$ cat src/sv/srl_pkg.sv
package srl_pkg;

	typedef enum logic [3:0] {
		PH_START    = 4'd0,
		PH_TYPE     = 4'd1,
		PH_SKIP     = 4'd2,
		PH_COUNT    = 4'd3,
		PH_ADDR_HI  = 4'd4,
		PH_ADDR_LO  = 4'd5,
		PH_DATA     = 4'd6,
		PH_CHECK    = 4'd7,
		PH_S9_COUNT = 4'd8,
		PH_S9_HI    = 4'd9,
		PH_S9_LO    = 4'd10
	} phase_t;

	localparam logic [1:0] KIND_WRITE = 2'd0;
	localparam logic [1:0] KIND_START = 2'd1;
	localparam logic [1:0] KIND_OK    = 2'd2;
	localparam logic [1:0] KIND_FAIL  = 2'd3;

	localparam logic [2:0] ERR_NOT_S    = 3'd0;
	localparam logic [2:0] ERR_TYPE     = 3'd1;
	localparam logic [2:0] ERR_CHECKSUM = 3'd2;
	localparam logic [2:0] ERR_OVERFLOW = 3'd3;
	localparam logic [2:0] ERR_HEX      = 3'd4;
	localparam logic [2:0] ERR_TRUNC    = 3'd5;

	localparam logic [7:0] CH_UPPER_S = 8'h53;
	localparam logic [7:0] CH_LOWER_S = 8'h73;
	localparam logic [7:0] CH_ZERO    = 8'h30;
	localparam logic [7:0] CH_ONE     = 8'h31;
	localparam logic [7:0] CH_NINE    = 8'h39;
	localparam logic [7:0] CH_UPPER_A = 8'h41;
	localparam logic [7:0] CH_UPPER_F = 8'h46;
	localparam logic [7:0] CH_LOWER_A = 8'h61;
	localparam logic [7:0] CH_LOWER_F = 8'h66;
	localparam logic [7:0] CH_CR      = 8'h0D;
	localparam logic [7:0] CH_LF      = 8'h0A;

	localparam logic [7:0]  COUNT_OVERHEAD = 8'd3;
	localparam logic [7:0]  SUM_GOOD       = 8'hFF;
	localparam logic [16:0] ADDR_LIMIT     = 17'h0FFFF;

	typedef struct packed {
		phase_t      phase;
		logic [7:0]  bytes_left;
		logic [16:0] load_address;
		logic [7:0]  running_sum;
		logic [3:0]  high_nibble;
		logic        nibble_toggle;
		logic        stopped;
	} state_t;

	typedef struct packed {
		logic [1:0]  result_kind;
		logic [15:0] address;
		logic [7:0]  data_byte;
		logic [2:0]  error_code;
	} result_t;

	// Bit 4 flags a valid hex digit, bits 3:0 hold its value.
	function automatic logic [4:0] hex_decode(input logic [7:0] c);
		logic [4:0] r;
		begin
			r = '0;
			if (c inside {[CH_ZERO:CH_NINE]}) begin
				r = {1'b1, 4'(c - CH_ZERO)};
			end else if (c inside {[CH_UPPER_A:CH_UPPER_F]}) begin
				r = {1'b1, 4'(c - CH_UPPER_A + 8'd10)};
			end else if (c inside {[CH_LOWER_A:CH_LOWER_F]}) begin
				r = {1'b1, 4'(c - CH_LOWER_A + 8'd10)};
			end
			return r;
		end
	endfunction

endpackage

$ cat src/sv/srl_in_if.sv
interface srl_in_if;
	logic       valid;
	logic       ready;
	logic [7:0] char_in;
	logic       end_of_input;

	modport source (output valid, output char_in, output end_of_input, input ready);
	modport sink (input valid, input char_in, input end_of_input, output ready);
endinterface

$ cat src/sv/srl_out_if.sv
interface srl_out_if;
	logic        valid;
	logic        ready;
	logic [1:0]  result_kind;
	logic [15:0] address;
	logic [7:0]  data_byte;
	logic [2:0]  error_code;

	modport source (output valid, output result_kind, output address, output data_byte,
		output error_code, input ready);
	modport sink (input valid, input result_kind, input address, input data_byte,
		input error_code, output ready);
endinterface

$ cat src/sv/srl_step.sv
module srl_step (
	input  srl_pkg::state_t  cur,
	input  logic [7:0]       char_in,
	input  logic             end_of_input,
	output srl_pkg::state_t  nxt,
	output logic             emit,
	output srl_pkg::result_t res
);

	logic [4:0] hex;
	logic [7:0] byte_val;
	logic [7:0] sum_b;
	logic       hex_phase;

	assign hex      = srl_pkg::hex_decode(char_in);
	assign byte_val = {cur.high_nibble, hex[3:0]};
	assign sum_b    = cur.running_sum + byte_val;
	assign hex_phase = cur.phase inside {[srl_pkg::PH_COUNT:srl_pkg::PH_S9_LO]};

	always_comb begin
		nxt  = cur;
		emit = 1'b0;
		res  = '0;
		if (cur.stopped) begin
			emit = 1'b0;
		end else if (end_of_input) begin
			nxt.stopped = 1'b1;
			emit = 1'b1;
			if (hex_phase || cur.phase == srl_pkg::PH_TYPE) begin
				res.result_kind = srl_pkg::KIND_FAIL;
				res.error_code  = srl_pkg::ERR_TRUNC;
			end else begin
				res.result_kind = srl_pkg::KIND_OK;
			end
		end else if (char_in == srl_pkg::CH_CR) begin
			emit = 1'b0;
		end else if (cur.phase == srl_pkg::PH_TYPE) begin
			case (char_in)
				srl_pkg::CH_ZERO: begin
					nxt.phase = srl_pkg::PH_SKIP;
				end
				srl_pkg::CH_ONE: begin
					nxt.running_sum   = '0;
					nxt.nibble_toggle = 1'b0;
					nxt.phase         = srl_pkg::PH_COUNT;
				end
				srl_pkg::CH_NINE: begin
					nxt.nibble_toggle = 1'b0;
					nxt.phase         = srl_pkg::PH_S9_COUNT;
				end
				default: begin
					nxt.stopped     = 1'b1;
					emit            = 1'b1;
					res.result_kind = srl_pkg::KIND_FAIL;
					res.error_code  = (char_in == srl_pkg::CH_LF) ? srl_pkg::ERR_TRUNC
						: srl_pkg::ERR_TYPE;
				end
			endcase
		end else if (cur.phase == srl_pkg::PH_SKIP) begin
			if (char_in == srl_pkg::CH_LF) begin
				nxt.phase = srl_pkg::PH_START;
			end
		end else if (!hex_phase) begin
			if (char_in inside {srl_pkg::CH_UPPER_S, srl_pkg::CH_LOWER_S}) begin
				nxt.phase = srl_pkg::PH_TYPE;
			end else begin
				nxt.phase       = srl_pkg::PH_START;
				nxt.stopped     = 1'b1;
				emit            = 1'b1;
				res.result_kind = srl_pkg::KIND_FAIL;
				res.error_code  = srl_pkg::ERR_NOT_S;
			end
		end else if (char_in == srl_pkg::CH_LF || !hex[4]) begin
			nxt.stopped     = 1'b1;
			emit            = 1'b1;
			res.result_kind = srl_pkg::KIND_FAIL;
			res.error_code  = (char_in == srl_pkg::CH_LF) ? srl_pkg::ERR_TRUNC
				: srl_pkg::ERR_HEX;
		end else if (!cur.nibble_toggle) begin
			nxt.high_nibble   = hex[3:0];
			nxt.nibble_toggle = 1'b1;
		end else begin
			nxt.nibble_toggle = 1'b0;
			case (cur.phase)
				srl_pkg::PH_COUNT: begin
					nxt.running_sum = sum_b;
					nxt.bytes_left  = (byte_val >= srl_pkg::COUNT_OVERHEAD)
						? byte_val - srl_pkg::COUNT_OVERHEAD : '0;
					nxt.phase       = srl_pkg::PH_ADDR_HI;
				end
				srl_pkg::PH_ADDR_HI: begin
					nxt.running_sum  = sum_b;
					nxt.load_address = {1'b0, byte_val, 8'h00};
					nxt.phase        = srl_pkg::PH_ADDR_LO;
				end
				srl_pkg::PH_ADDR_LO: begin
					nxt.running_sum       = sum_b;
					nxt.load_address[7:0] = cur.load_address[7:0] | byte_val;
					nxt.phase = (cur.bytes_left != '0) ? srl_pkg::PH_DATA : srl_pkg::PH_CHECK;
				end
				srl_pkg::PH_DATA: begin
					emit = 1'b1;
					if (cur.load_address > srl_pkg::ADDR_LIMIT) begin
						nxt.stopped     = 1'b1;
						res.result_kind = srl_pkg::KIND_FAIL;
						res.error_code  = srl_pkg::ERR_OVERFLOW;
					end else begin
						nxt.running_sum  = sum_b;
						nxt.load_address = cur.load_address + 17'd1;
						nxt.bytes_left   = cur.bytes_left - 8'd1;
						if (cur.bytes_left == 8'd1) begin
							nxt.phase = srl_pkg::PH_CHECK;
						end
						res.result_kind = srl_pkg::KIND_WRITE;
						res.address     = cur.load_address[15:0];
						res.data_byte   = byte_val;
					end
				end
				srl_pkg::PH_CHECK: begin
					nxt.running_sum = sum_b;
					if (sum_b != srl_pkg::SUM_GOOD) begin
						nxt.stopped     = 1'b1;
						emit            = 1'b1;
						res.result_kind = srl_pkg::KIND_FAIL;
						res.error_code  = srl_pkg::ERR_CHECKSUM;
					end else begin
						nxt.phase = srl_pkg::PH_SKIP;
					end
				end
				srl_pkg::PH_S9_COUNT: begin
					nxt.phase = srl_pkg::PH_S9_HI;
				end
				srl_pkg::PH_S9_HI: begin
					nxt.load_address = {1'b0, byte_val, 8'h00};
					nxt.phase        = srl_pkg::PH_S9_LO;
				end
				default: begin
					nxt.load_address[7:0] = cur.load_address[7:0] | byte_val;
					nxt.phase       = srl_pkg::PH_SKIP;
					emit            = 1'b1;
					res.result_kind = srl_pkg::KIND_START;
					res.address     = {cur.load_address[15:8],
						cur.load_address[7:0] | byte_val};
				end
			endcase
		end
	end

endmodule

$ cat src/sv/srecord_loader_parser.sv
// S-record loader: takes one character per transfer and produces memory writes, the start
// address, and a final success or failure result. One character is accepted every clock
// cycle unless a result waits to be taken; each one is registered, then decoded against
// the parser state, and its result (if any) is held in an output register. The input side
// stalls only while a result waits to be taken. After a failure or end of input the parser
// accepts characters but reports nothing until reset.
module srecord_loader_parser (
	input  logic       clk,
	input  logic       arst_n,
	srl_in_if.sink     items,
	srl_out_if.source  results
);

	logic              valid_s1;
	logic [7:0]        char_s1;
	logic              eoi_s1;
	logic              out_valid_q;
	srl_pkg::result_t  res_q;
	srl_pkg::state_t   state_q;
	srl_pkg::state_t   state_nxt;
	srl_pkg::result_t  res_nxt;
	logic              emit;
	logic              advance;

	assign advance     = valid_s1 && (!out_valid_q || results.ready);
	assign items.ready = !valid_s1 || advance;

	always_ff @(posedge clk or negedge arst_n) begin
		if (!arst_n) begin
			valid_s1 <= 1'b0;
		end else if (items.valid && items.ready) begin
			valid_s1 <= 1'b1;
		end else if (advance) begin
			valid_s1 <= 1'b0;
		end
	end

	always_ff @(posedge clk) begin
		if (items.valid && items.ready) begin
			char_s1 <= items.char_in;
			eoi_s1  <= items.end_of_input;
		end
	end

	srl_step u_step (
		.cur          (state_q),
		.char_in      (char_s1),
		.end_of_input (eoi_s1),
		.nxt          (state_nxt),
		.emit         (emit),
		.res          (res_nxt)
	);

	always_ff @(posedge clk or negedge arst_n) begin
		if (!arst_n) begin
			state_q     <= '0;
			out_valid_q <= 1'b0;
		end else if (advance) begin
			state_q     <= state_nxt;
			out_valid_q <= emit;
		end else if (results.ready) begin
			out_valid_q <= 1'b0;
		end
	end

	always_ff @(posedge clk) begin
		if (advance) begin
			res_q <= res_nxt;
		end
	end

	assign results.valid       = out_valid_q;
	assign results.result_kind = res_q.result_kind;
	assign results.address     = res_q.address;
	assign results.data_byte   = res_q.data_byte;
	assign results.error_code  = res_q.error_code;

endmodule

$ cat src/flat_wrapper.sv
// flat-port wrapper written by rule: the top's interface ports become plain ports
module srecord_loader_parser_flat 
  (clk, arst_n, items_valid, items_char_in, items_end_of_input, items_ready, results_valid, results_result_kind, results_address, results_data_byte, results_error_code, results_ready);
  srl_in_if items_i ();
  srl_out_if results_i ();
  input  logic clk;
  input  logic arst_n;
  input wire logic [$bits(items_i.valid)-1:0] items_valid;
  input wire logic [$bits(items_i.char_in)-1:0] items_char_in;
  input wire logic [$bits(items_i.end_of_input)-1:0] items_end_of_input;
  output wire logic [$bits(items_i.ready)-1:0] items_ready;
  output wire logic [$bits(results_i.valid)-1:0] results_valid;
  output wire logic [$bits(results_i.result_kind)-1:0] results_result_kind;
  output wire logic [$bits(results_i.address)-1:0] results_address;
  output wire logic [$bits(results_i.data_byte)-1:0] results_data_byte;
  output wire logic [$bits(results_i.error_code)-1:0] results_error_code;
  input wire logic [$bits(results_i.ready)-1:0] results_ready;
  assign items_i.valid = items_valid;
  assign items_i.char_in = items_char_in;
  assign items_i.end_of_input = items_end_of_input;
  assign items_ready = items_i.ready;
  assign results_valid = results_i.valid;
  assign results_result_kind = results_i.result_kind;
  assign results_address = results_i.address;
  assign results_data_byte = results_i.data_byte;
  assign results_error_code = results_i.error_code;
  assign results_i.ready = results_ready;
  srecord_loader_parser u_core (.clk(clk), .arst_n(arst_n), .items(items_i), .results(results_i));
endmodule
$ cat config.mk
export PLATFORM = sky130hd
export DESIGN_NAME = srecord_loader_parser_flat
export DESIGN_NICKNAME = d
export VERILOG_FILES = /design/src/sv/srl_pkg.sv /design/src/sv/srl_in_if.sv /design/src/sv/srl_out_if.sv /design/src/sv/srl_step.sv /design/src/sv/srecord_loader_parser.sv /design/src/flat_wrapper.sv
export SDC_FILE = /design/constraint.sdc
export NUM_CORES = 1
export LEC_CHECK = 0
export ABC_AREA = 1
export BUFFER_PORTS_ARGS = -buffer_cell sky130_fd_sc_hd__buf_2
export CAP_MARGIN = 25
export CORE_UTILIZATION = 27
export CTS_BUF_LIST = sky130_fd_sc_hd__clkbuf_8
export DETAILED_ROUTE_END_ITERATION = 7
export GPL_ROUTABILITY_DRIVEN = 1
export SLEW_MARGIN = 20
export SYNTH_ARGS = -nofsm -noshare
export SYNTH_HDL_FRONTEND = slang
export SYNTH_SLANG_ARGS = --single-unit
export TNS_END_PERCENT = 1
$ cat constraint.sdc
create_clock -name clk -period 3.03 [get_ports clk]
set_input_delay 0 -clock clk [delete_from_list [all_inputs] [get_ports clk]]
set_output_delay 0 -clock clk [all_outputs]
set_load 0.1 [all_outputs]
==> results.yml, run 1 <==
outcome:
  outcome: "complete, but fails checks"
  failed_checks: "negative setup slack"
die:
  io_pins: 44
  die_w_um: 143
  initial_core_util_pct: 27.6
  dieArea_mm2: 0.0205
  rows: 51
  core_area_mm2: 0.0195
  die_y_um: 143
route:
  ant_nets: 0
  viasPerCell: 4.59
  drc: 0
  vias: 4911
  dr_wl_met2_um: 6410
  wirelength_um: 14400
  wl_met1_um: 7000
  dr.max_layer_used: "met4"
  wire_per_inst_um: 13.4
  route.met3.wl_um: 598
  drt-initial-drc-count: 345
  drt-pass1-iter-count: 5
synthesis:
  ys_top_cells_by_area: "edfxtp_1 21%, dfrtp_1 21%, nand2_1 9.9%, inv_1 6.1%, nor2_1 5.8%"
  syn_inst: 688
  synth_seq_cells: 83
  ys_warn_count: 0
  seq_area_frac_synth_pct: 42.1
  syn_avg_cell_area_um2: 7.83
  synth_top_area_share_pct: 21.2
  async_reset_ff_share_pct: 54.2
  synth_edf_count: 38
  synthesis.nets: 718
  ys.flop_type: "dfrtp_1"
  ys_types: 46
  syn-cell-area_mm2: 0.00539
  yosys.area.top_type: "edfxtp_1"
grt:
  grtUsageTotal_pct: 14.9
  grt_pass1_wl_um: 23800
  grt_pass1_vias: 4613
  grt_max_degree: 33
  overflow: 0
  antenna_found_initial: 0
worst_setup_path:
  crit_type: "reg2reg"
  crit_top_cell: "nand2_1"
  max_stage_delay_ns: 0.53
  required_ns: 3.16
  critPathCaptureType: "register"
  slowest_stage: "fa_2"
  worstPathArrival_ns: 3.33
  start_kind: "register"
  cp_top_family: "simple AND/OR/NAND/NOR gates"
  cp_cell_sequence: "inv_2, ha_4, inv_2, o21ai_4, o21ai_4, inv_4, nand2_2, nand2_2, inv_2, ha_4, fa_2, nand2_1, nor2_1, nand3_1, nor2_1, nand3_1, nand2_2, nand3_1, nand2_1, nand2_1, nand2_1, a21oi_1"
  critical_path_buf_inv_count: 4
  crit_fanout: 5
sta:
  tightest_slew_ns: 0.804
  layout_setup_ws_ns: -0.171
  hold_viol: 0
  slew_headroom_pct: 46.4
  hold_ws_ns: 0.263
  fmaxAchievable_mhz: 312
  fin_crit_sh_pct: 106
  skew_ns: 0.0115
  drv_slew: 0
  rsz0062_at_grt: "yes"
  fin_crit_ns: 3.20
  setup_violations: 11
pwr:
  ir_drop_uv: 159
  swShare_pct: 25.2
  p_leak_nw: 3.24
  power_frac_comb_pct: 9.7
  pwr-share-clk_pct: 39.5
  p_sw_w: 0.000594
  power_w: 0.00236
  p_int_w: 0.00177
  power_frac_seq_pct: 50.8
  powerDensity_mw_per_mm2: 346
flow_run:
  drv_cap: 0
finish:
  syn2layout_area_growth_pct: 26.7
  drive_gt1_share_pct: 26.0
  antennaDiodeCount: 0
  fin_cells: 1070
  fin_nets: 830
  fillers: 2051
placed_design:
  placedCellCount: 1024
  dp_hpwl_um: 10800
  port_buffers: 43
  place_congestion: 0.876
clocking:
  clk_pin_slew_ns: 0.09
  htree_levels: 3
  cts_tree: "yes"
  clock_sinks: 83
  clock_latency_ns: 0.39
  numCtsBuffers: 9
  cts_buffer_depth: 2
  cts_root_buf: "clkbuf_8"
hold_path:
  min_path_type: "in2async"
-- power groups by stage --
| stage | clock network, W | logic, W | registers, W |
|---|---|---|---|
| after CTS | 0.000964 | 0.000217 | 0.00120 |
| after floorplan | 0 | 0.0000885 | 0.00122 |
| after detailed placement | 0 | 0.000179 | 0.00122 |
| after global placement | 0 | 0.000179 | 0.00122 |
| final | 0.000931 | 0.000230 | 0.00120 |
| after global routing | 0.000993 | 0.000250 | 0.00120 |
-- routing by layer --
metal | vias up | track usage, %
li1 | 2507 | -
met3 | 29 | 2.85
met5 | - | 0
met2 | 121 | 23.1
met1 | 2254 | 20.4
met4 | 0 | 5.82
-- worst register-to-register path: stages, from the launching register on --
cell      delay, ns
edfxtp_1       0.45
inv_2          0.11
ha_4           0.14
inv_2          0.04
o21ai_4        0.13
o21ai_4        0.11
inv_4          0.13
nand2_2        0.07
nand2_2        0.10
inv_2          0.06
ha_4           0.16
fa_2           0.53
nand2_1        0.05
nor2_1         0.09
nand3_1        0.09
nor2_1         0.09
nand3_1        0.12
nand2_2        0.14
nand3_1        0.08
nand2_1        0.07
nand2_1        0.04
nand2_1        0.08
a21oi_1        0.06
-- registers in the layout (all words and copies together) (netlist names) --
register                    cells
u_core.state_q                 43
u_core.results.error_code       3
u_core.results.address         16
u_core.valid_s1                 1
u_core.eoi_s1                   1
u_core.results.result_kind      2
u_core.results.data_byte        8
u_core.char_s1                  8
u_core.results.valid            1
-- placed cells by master, fill, tap and decap left out, types with 15 or more instances in the layout --
cell,instances
a21oi_1,35
nand2_1,137
nand2_2,15
nand3_1,42
inv_1,83
buf_2,43
o21ai_0,37
edfxtp_1,38
nor2_2,19
o21ai_1,16
dfrtp_1,45
buf_4,50
nor2_1,79
nor3_1,17
-- Yosys cell counts (3+ instances only) --
cell type  instances
a21oi_1           36
a22oi_2            5
buf_6              5
clkbuf_1           3
dfrtp_1           45
edfxtp_1          38
ha_1              16
inv_1             88
inv_2             11
nand2_1          142
nand2_2           10
nand2_4            4
nand3_1           44
nand4_1           14
nor2_1            83
nor2_2            17
nor2_4             4
nor3_1            17
o211ai_1           4
o21ai_0           42
o21ai_1           16
o21ai_2            5
o22ai_1            3
o31ai_1            3
or2_2              3
xor2_1             7
-- final timing paths --
check	start	cells past startpoint	slack (ns)	endpoint
worst max-delay path	u_core.char_s1[0]	22	-0.17	u_core.results.result_kind[1]
worst min-delay path	arst_n	2	0.26	u_core.valid_s1
worst max register to register	u_core.char_s1[0]	22	-0.17	u_core.results.result_kind[1]
worst min register to register	u_core.state_q[9]	2	0.50	u_core.state_q[9]
max in group asynchronous	arst_n	3	2.06	u_core.state_q[4]
min in group clk	items_char_in[3]	2	0.31	u_core.char_s1[3]
-- timing repair --
action                                  CTS  global route
endpoints found under the hold margin    42             0
hold buffers                             14             0
endpoints found under the setup margin    9            28
gates cloned                              0             0
resized for setup                        14            24
pin swaps                                 6             6
setup buffers                            16             0
-- final cells by class --
type	instances	area (um2)	share of cell area, %
Clock buffer	9	124	1.81
Tap cell	265	332	4.86
Clock inverter	7	105	1.54
Sequential cell	83	2270	33.2
Multi-Input combinational cell	496	2830	41.5
Inverter	100	385	5.65
Timing Repair Buffer	110	782	11.5
-- per-stage QoR --
stage | instance area [um2] | TNS (ns) | util [%] | worst slack [ns]
global placement | 6190 | -1.23 | 31.7 | -0.197
floorplan | 5410 | -0.00813 | - | -0.00813
finish | 6830 | -0.990 | 35.0 | -0.171
CTS | 6720 | -1.18 | 34.4 | -0.184
detailed placement | 6190 | -2.13 | 31.7 | -0.290
global route | 6830 | -3.37 | 35.0 | -0.406
-- cell families (layout without fill, tap and decap cells) --
kind of cell    Yosys count  count (layout)  synth area share [%]
xor+xnor                  8               8                  1.30
fa+ha+maj                17              17                  4.09
mux                       1               1                 0.186
buf+inv                 109             226                  8.40
simple gates            346             346                  29.9
flops                    83              83                  42.1
compound gates          124             124                  14.1
Power figures use the tool's default switching activity.
==> run 2, diff against run 1 <==
Settings changed: CORE_UTILIZATION 27 to 50, PLACE_DENSITY set to 0.71, SLEW_MARGIN 20 to unset.
==> results.yml, run 2 (synthesis results as in run 1) <==
outcome:
  outcome: "complete, but fails checks"
  failed_checks: "negative setup slack"
die:
  initial_core_util_pct: 52.0
  io_pins: 44
  die_w_um: 106
  die_y_um: 106
  rows: 37
  core_area_mm2: 0.0104
  dieArea_mm2: 0.0112
sta:
  fin_crit_ns: 3.25
  setup_violations: 9
  layout_setup_ws_ns: -0.223
  skew_ns: 0.0117
  hold_viol: 0
  drv_slew: 0
  fmaxAchievable_mhz: 307
  hold_ws_ns: 0.0164
  rsz0062_at_grt: "yes"
  fin_crit_sh_pct: 107
  tightest_slew_ns: 0.509
  slew_headroom_pct: 66.1
route:
  dr.max_layer_used: "met4"
  route.met3.wl_um: 688
  dr_wl_met2_um: 7110
  viasPerCell: 5.42
  drt-initial-drc-count: 342
  drt-pass1-iter-count: 5
  wire_per_inst_um: 15.2
  drc: 0
  vias: 5066
  wirelength_um: 14200
  wl_met1_um: 5910
  ant_nets: 0
finish:
  top_register: "u_core.state_q"
  syn2layout_area_growth_pct: 21.4
  layout_commonest_cell: "nand2_1"
  fin_cells: 935
  layout_common_cells: "137 x nand2_1, 84 x inv_1, 78 x nor2_1"
  fin_nets: 824
  largest_register_ff_count: 43
  drive_gt1_share_pct: 25.2
  fillers: 881
  antennaDiodeCount: 0
  design_area_mm2: 0.00654
worst_setup_path:
  critPathCaptureType: "register"
  start_kind: "register"
  worstPathArrival_ns: 3.38
  crit_fanout: 5
  ff2ff_path_depth: 22
  crit_type: "reg2reg"
  required_ns: 3.16
placed_design:
  placedCellCount: 899
  port_buffers: 43
  place_congestion: 0.931
  dp_hpwl_um: 10300
  dpl_cell_area_mm2: 0.00607
  place_ws_ns: -0.247
clocking:
  numCtsBuffers: 9
  clock_sinks: 83
  clock_latency_ns: 0.38
  cts_tree: "yes"
  clk_pin_slew_ns: 0.09
  htree_levels: 3
  cts_buffer_depth: 2
  cts_root_buf: "clkbuf_8"
flow_run:
  drv_cap: 0
grt:
  overflow: 0
  antenna_found_initial: 0
  grt_pass1_vias: 4995
  grtUsageTotal_pct: 27.1
  grt_pass1_wl_um: 23600
  grt_max_degree: 37
pwr:
  power_w: 0.00214
  powerDensity_mw_per_mm2: 328
  ir_drop_uv: 252
  p_leak_nw: 3.19
hold_path:
  min_path_type: "in2async"
-- run 2: cell count changes in the layout (fill, tap and decap cells not counted), moves of 2 or more --
| cell | before | now |
|---|---|---|
| ha_4 | 4 | 2 |
| clkinv_2 | 0 | 2 |
| o21ai_0 | 37 | 39 |
| o21ai_2 | 8 | 4 |
| buf_4 | 50 | 44 |
| o21ai_1 | 16 | 18 |
| bufinv_16 | 2 | 0 |
| inv_6 | 4 | 1 |
-- run 2: path summary, 6_finish.rpt --
kind,startpoint,end,slack [ns]
worst max-delay path,u_core.char_s1[0],u_core.results.result_kind[0],-0.22
worst min-delay path,arst_n,u_core.state_q[24],0.02
worst max register to register,u_core.char_s1[0],u_core.results.result_kind[0],-0.22
worst min register to register,u_core.state_q[9],u_core.state_q[9],0.50
max in group asynchronous,arst_n,u_core.state_q[1],2.51
min in group clk,items_char_in[1],u_core.char_s1[1],0.32
-- run 2: layout make-up --
class / instances / area (um2) / share of cell area [%]
well taps: 136 / 170 / 2.60
inverters: 100 / 385 / 5.89
clock inverters: 6 / 33.8 / 0.516
flip-flops and latches: 83 / 2270 / 34.7
clock buffers: 10 / 138 / 2.10
repair buffers: 104 / 746 / 11.4
multi-input cells: 496 / 2800 / 42.8
-- run 2: what timing repair did --
item / CTS / global route
endpoints found under the setup margin: 9 / 29
buffers inserted: 4 / 2
pin swaps: 8 / 12
hold buffers: 14 / 0
gates resized for setup: 9 / 25
hold endpoints to repair: 56 / 0
-- run 2: report_power, final --
part	switching [W]	internal, W	leakage [nW]
clock	0.000415	0.000313	0.0946
sequential	0.00000996	0.00119	0.979
combinational	0.000124	0.0000945	2.12
total	0.000550	0.00159	3.19
-- run 2: critical path: stages, from the launching register on --
cell and delay (ns):
edfxtp_1 0.44, inv_2 0.11, ha_4 0.13, inv_2 0.04, o21ai_4 0.17, o21ai_4 0.12, inv_4 0.13, nand2_2 0.06
nand2_2 0.08, inv_2 0.05, ha_4 0.15, fa_2 0.54, nand2_1 0.06, nor2_1 0.11, nand3_1 0.10, nor2_2 0.12
nand3_2 0.13, nand2_4 0.11, nand4_1 0.08, nand2_1 0.09, nand2_1 0.05, nand2_1 0.07, a21oi_2 0.05
-- run 2: stage by stage --
step                      utilization, %   TNS, ns
final                               63.1     -1.37
after global routing                63.1     -3.32
after CTS                           62.0    -0.584
after detailed placement            58.5     -1.70
after global placement              58.3    -0.832
after floorplan                        -  -0.00813
-- run 2: metal layers --
metal | vias up | track usage (%)
li1 | 2485 | -
met1 | 2374 | 32.1
met2 | 175 | 47.7
met3 | 32 | 4.64
met4 | 0 | 12.7
met5 | - | 0
==> run 3, diff against run 2 <==
Settings changed: CORE_ASPECT_RATIO set to 1.5, GPL_TIMING_DRIVEN set to 0.
==> results.yml, run 3 (synthesis results as in run 1) <==
sta:
  slew_headroom_pct: 64.0
  setup_violations: 9
  fmaxAchievable_mhz: 299
  drv_slew: 0
  fin_crit_ns: 3.34
  hold_viol: 0
  layout_setup_ws_ns: -0.309
  rsz0062_at_grt: "yes"
  tns_ns: -2.06
  skew_ns: 0.00954
  tightest_slew_ns: 0.539
  fin_crit_sh_pct: 110
  hold_ws_ns: 0.0351
die:
  initial_core_util_pct: 51.2
  die_w_um: 86.8
  rows: 46
  io_pins: 44
  die_y_um: 129
  dieArea_mm2: 0.0112
  core_area_mm2: 0.0105
finish:
  fillers: 922
  seqCellArea_mm2: 0.00227
  layout_common_cells: "134 x nand2_1, 81 x inv_1, 78 x nor2_1"
  fin_cells: 931
  top_register: "u_core.state_q"
  antennaDiodeCount: 0
  design_area_mm2: 0.00661
  largest_register_ff_count: 43
  fin_util_pct: 62.8
  multi_input_area_mm2: 0.00289
  drive_gt1_share_pct: 24.9
  fin_nets: 812
  layout_commonest_cell: "nand2_1"
  syn2layout_area_growth_pct: 22.7
worst_setup_path:
  crit_type: "reg2reg"
  required_ns: 3.16
  start_kind: "register"
  worstPathArrival_ns: 3.47
  crit_fanout: 5
  critPathCaptureType: "register"
grt:
  antenna_found_initial: 0
  overflow: 0
  grt_pass1_vias: 4924
  grtUsageTotal_pct: 27.4
  grt_pass1_wl_um: 23200
  grt_max_degree: 36
hold_path:
  min_path_type: "in2async"
route:
  drt-initial-drc-count: 338
  wire_per_inst_um: 15.6
  drt-pass1-iter-count: 6
  vias: 5110
  ant_nets: 0
  viasPerCell: 5.49
  drc: 0
  wirelength_um: 14600
clocking:
  clk_pin_slew_ns: 0.09
  cts_buffer_depth: 2
  cts_root_buf: "clkbuf_8"
  cts_tree: "yes"
  clock_latency_ns: 0.38
  numCtsBuffers: 9
  htree_levels: 3
  clock_sinks: 83
outcome:
  failed_checks: "negative setup slack"
  outcome: "complete, but fails checks"
pwr:
  powerDensity_mw_per_mm2: 352
  p_leak_nw: 3.16
  ir_drop_uv: 251
placed_design:
  place_congestion: 0.938
  placedCellCount: 877
  dp_hpwl_um: 10400
  dpl_cell_area_mm2: 0.00585
  port_buffers: 43
flow_run:
  drv_cap: 0
run 3: changes by cell type in the layout (fill, tap and decap cells not counted), moves of 3 or more:
cell | previous run | this run
buf_4 | 44 | 24
inv_1 | 84 | 81
buf_6 | 0 | 5
clkbuf_1 | 0 | 3
inv_2 | 15 | 12
nand2_1 | 137 | 134
run 3: layout make-up:
type / count / area share (%)
clock buffers: 9 / 1.87
clock inverters: 7 / 1.38
plain buffers: 9 / 1.10
well taps: 144 / 2.73
repair buffers: 83 / 8.82
multi-input cells: 496 / 43.6
inverters: 100 / 6.17
flip-flops and latches: 83 / 34.3
run 3: routing by layer:
metal / global-route usage (%) / part of all wire, % / up-vias
met2: 49.3 / 52 / 193
met3: 4.78 / 4.6 / 48
li1: - / - / 2474
met4: 17.1 / 5.3 / 0
met5: 0 / 0 / -
met1: 29.5 / 38 / 2395
run 3: worst paths after layout:
check | start | endpoint | slack (ns) | depth (start not counted)
min in group clk | items_char_in[0] | u_core.char_s1[0] | 0.32 | 2
setup reg to reg | u_core.char_s1[0] | u_core.results.result_kind[0] | -0.31 | 22
max in group asynchronous | arst_n | u_core.state_q[39] | 2.48 | 3
hold reg to reg | u_core.state_q[10] | u_core.state_q[10] | 0.50 | 2
hold / removal | arst_n | u_core.state_q[37] | 0.04 | 2
setup / recovery | u_core.char_s1[0] | u_core.results.result_kind[0] | -0.31 | 22
run 3: timing repair:
action                                 in CTS  in global routing
gates cloned                                0                  0
hold buffers                               14                  0
endpoints found under the hold margin      56                  0
gates resized for setup                    39                 20
pin swaps                                  19                 14
setup buffers                              14                 10
setup endpoints to repair                  10                 56
run 3: worst max-delay path, stage by stage (launching register included):
cell	delay [ns]
edfxtp_1	0.45
inv_2	0.08
ha_4	0.17
inv_2	0.06
o21ai_4	0.06
o21ai_4	0.27
clkinv_4	0.14
nor2_4	0.16
nor2_4	0.07
nand2_8	0.11
inv_8	0.04
fa_2	0.54
nand2_1	0.05
nor2_1	0.10
nand3_1	0.09
nor2_2	0.11
nand3_2	0.13
nand2_4	0.10
nand4_1	0.08
nand2_1	0.09
nand2_1	0.05
nand2_1	0.07
a21oi_2	0.05
run 3: stage by stage:
stage | setup slack (ns) | total power, W
final | -0.309 | 0.00233
after global routing | -0.462 | 0.00240
after CTS | -0.213 | 0.00232
after detailed placement | -0.746 | 0.00137
after global placement | -0.673 | 0.00136
after floorplan | -0.00813 | 0.00131
run 3: where the power goes:
group / switching (W) / internal (W)
Clock: 0.000441 / 0.000463
Combinational: 0.000133 / 0.0000934
Sequential: 0.0000123 / 0.00119
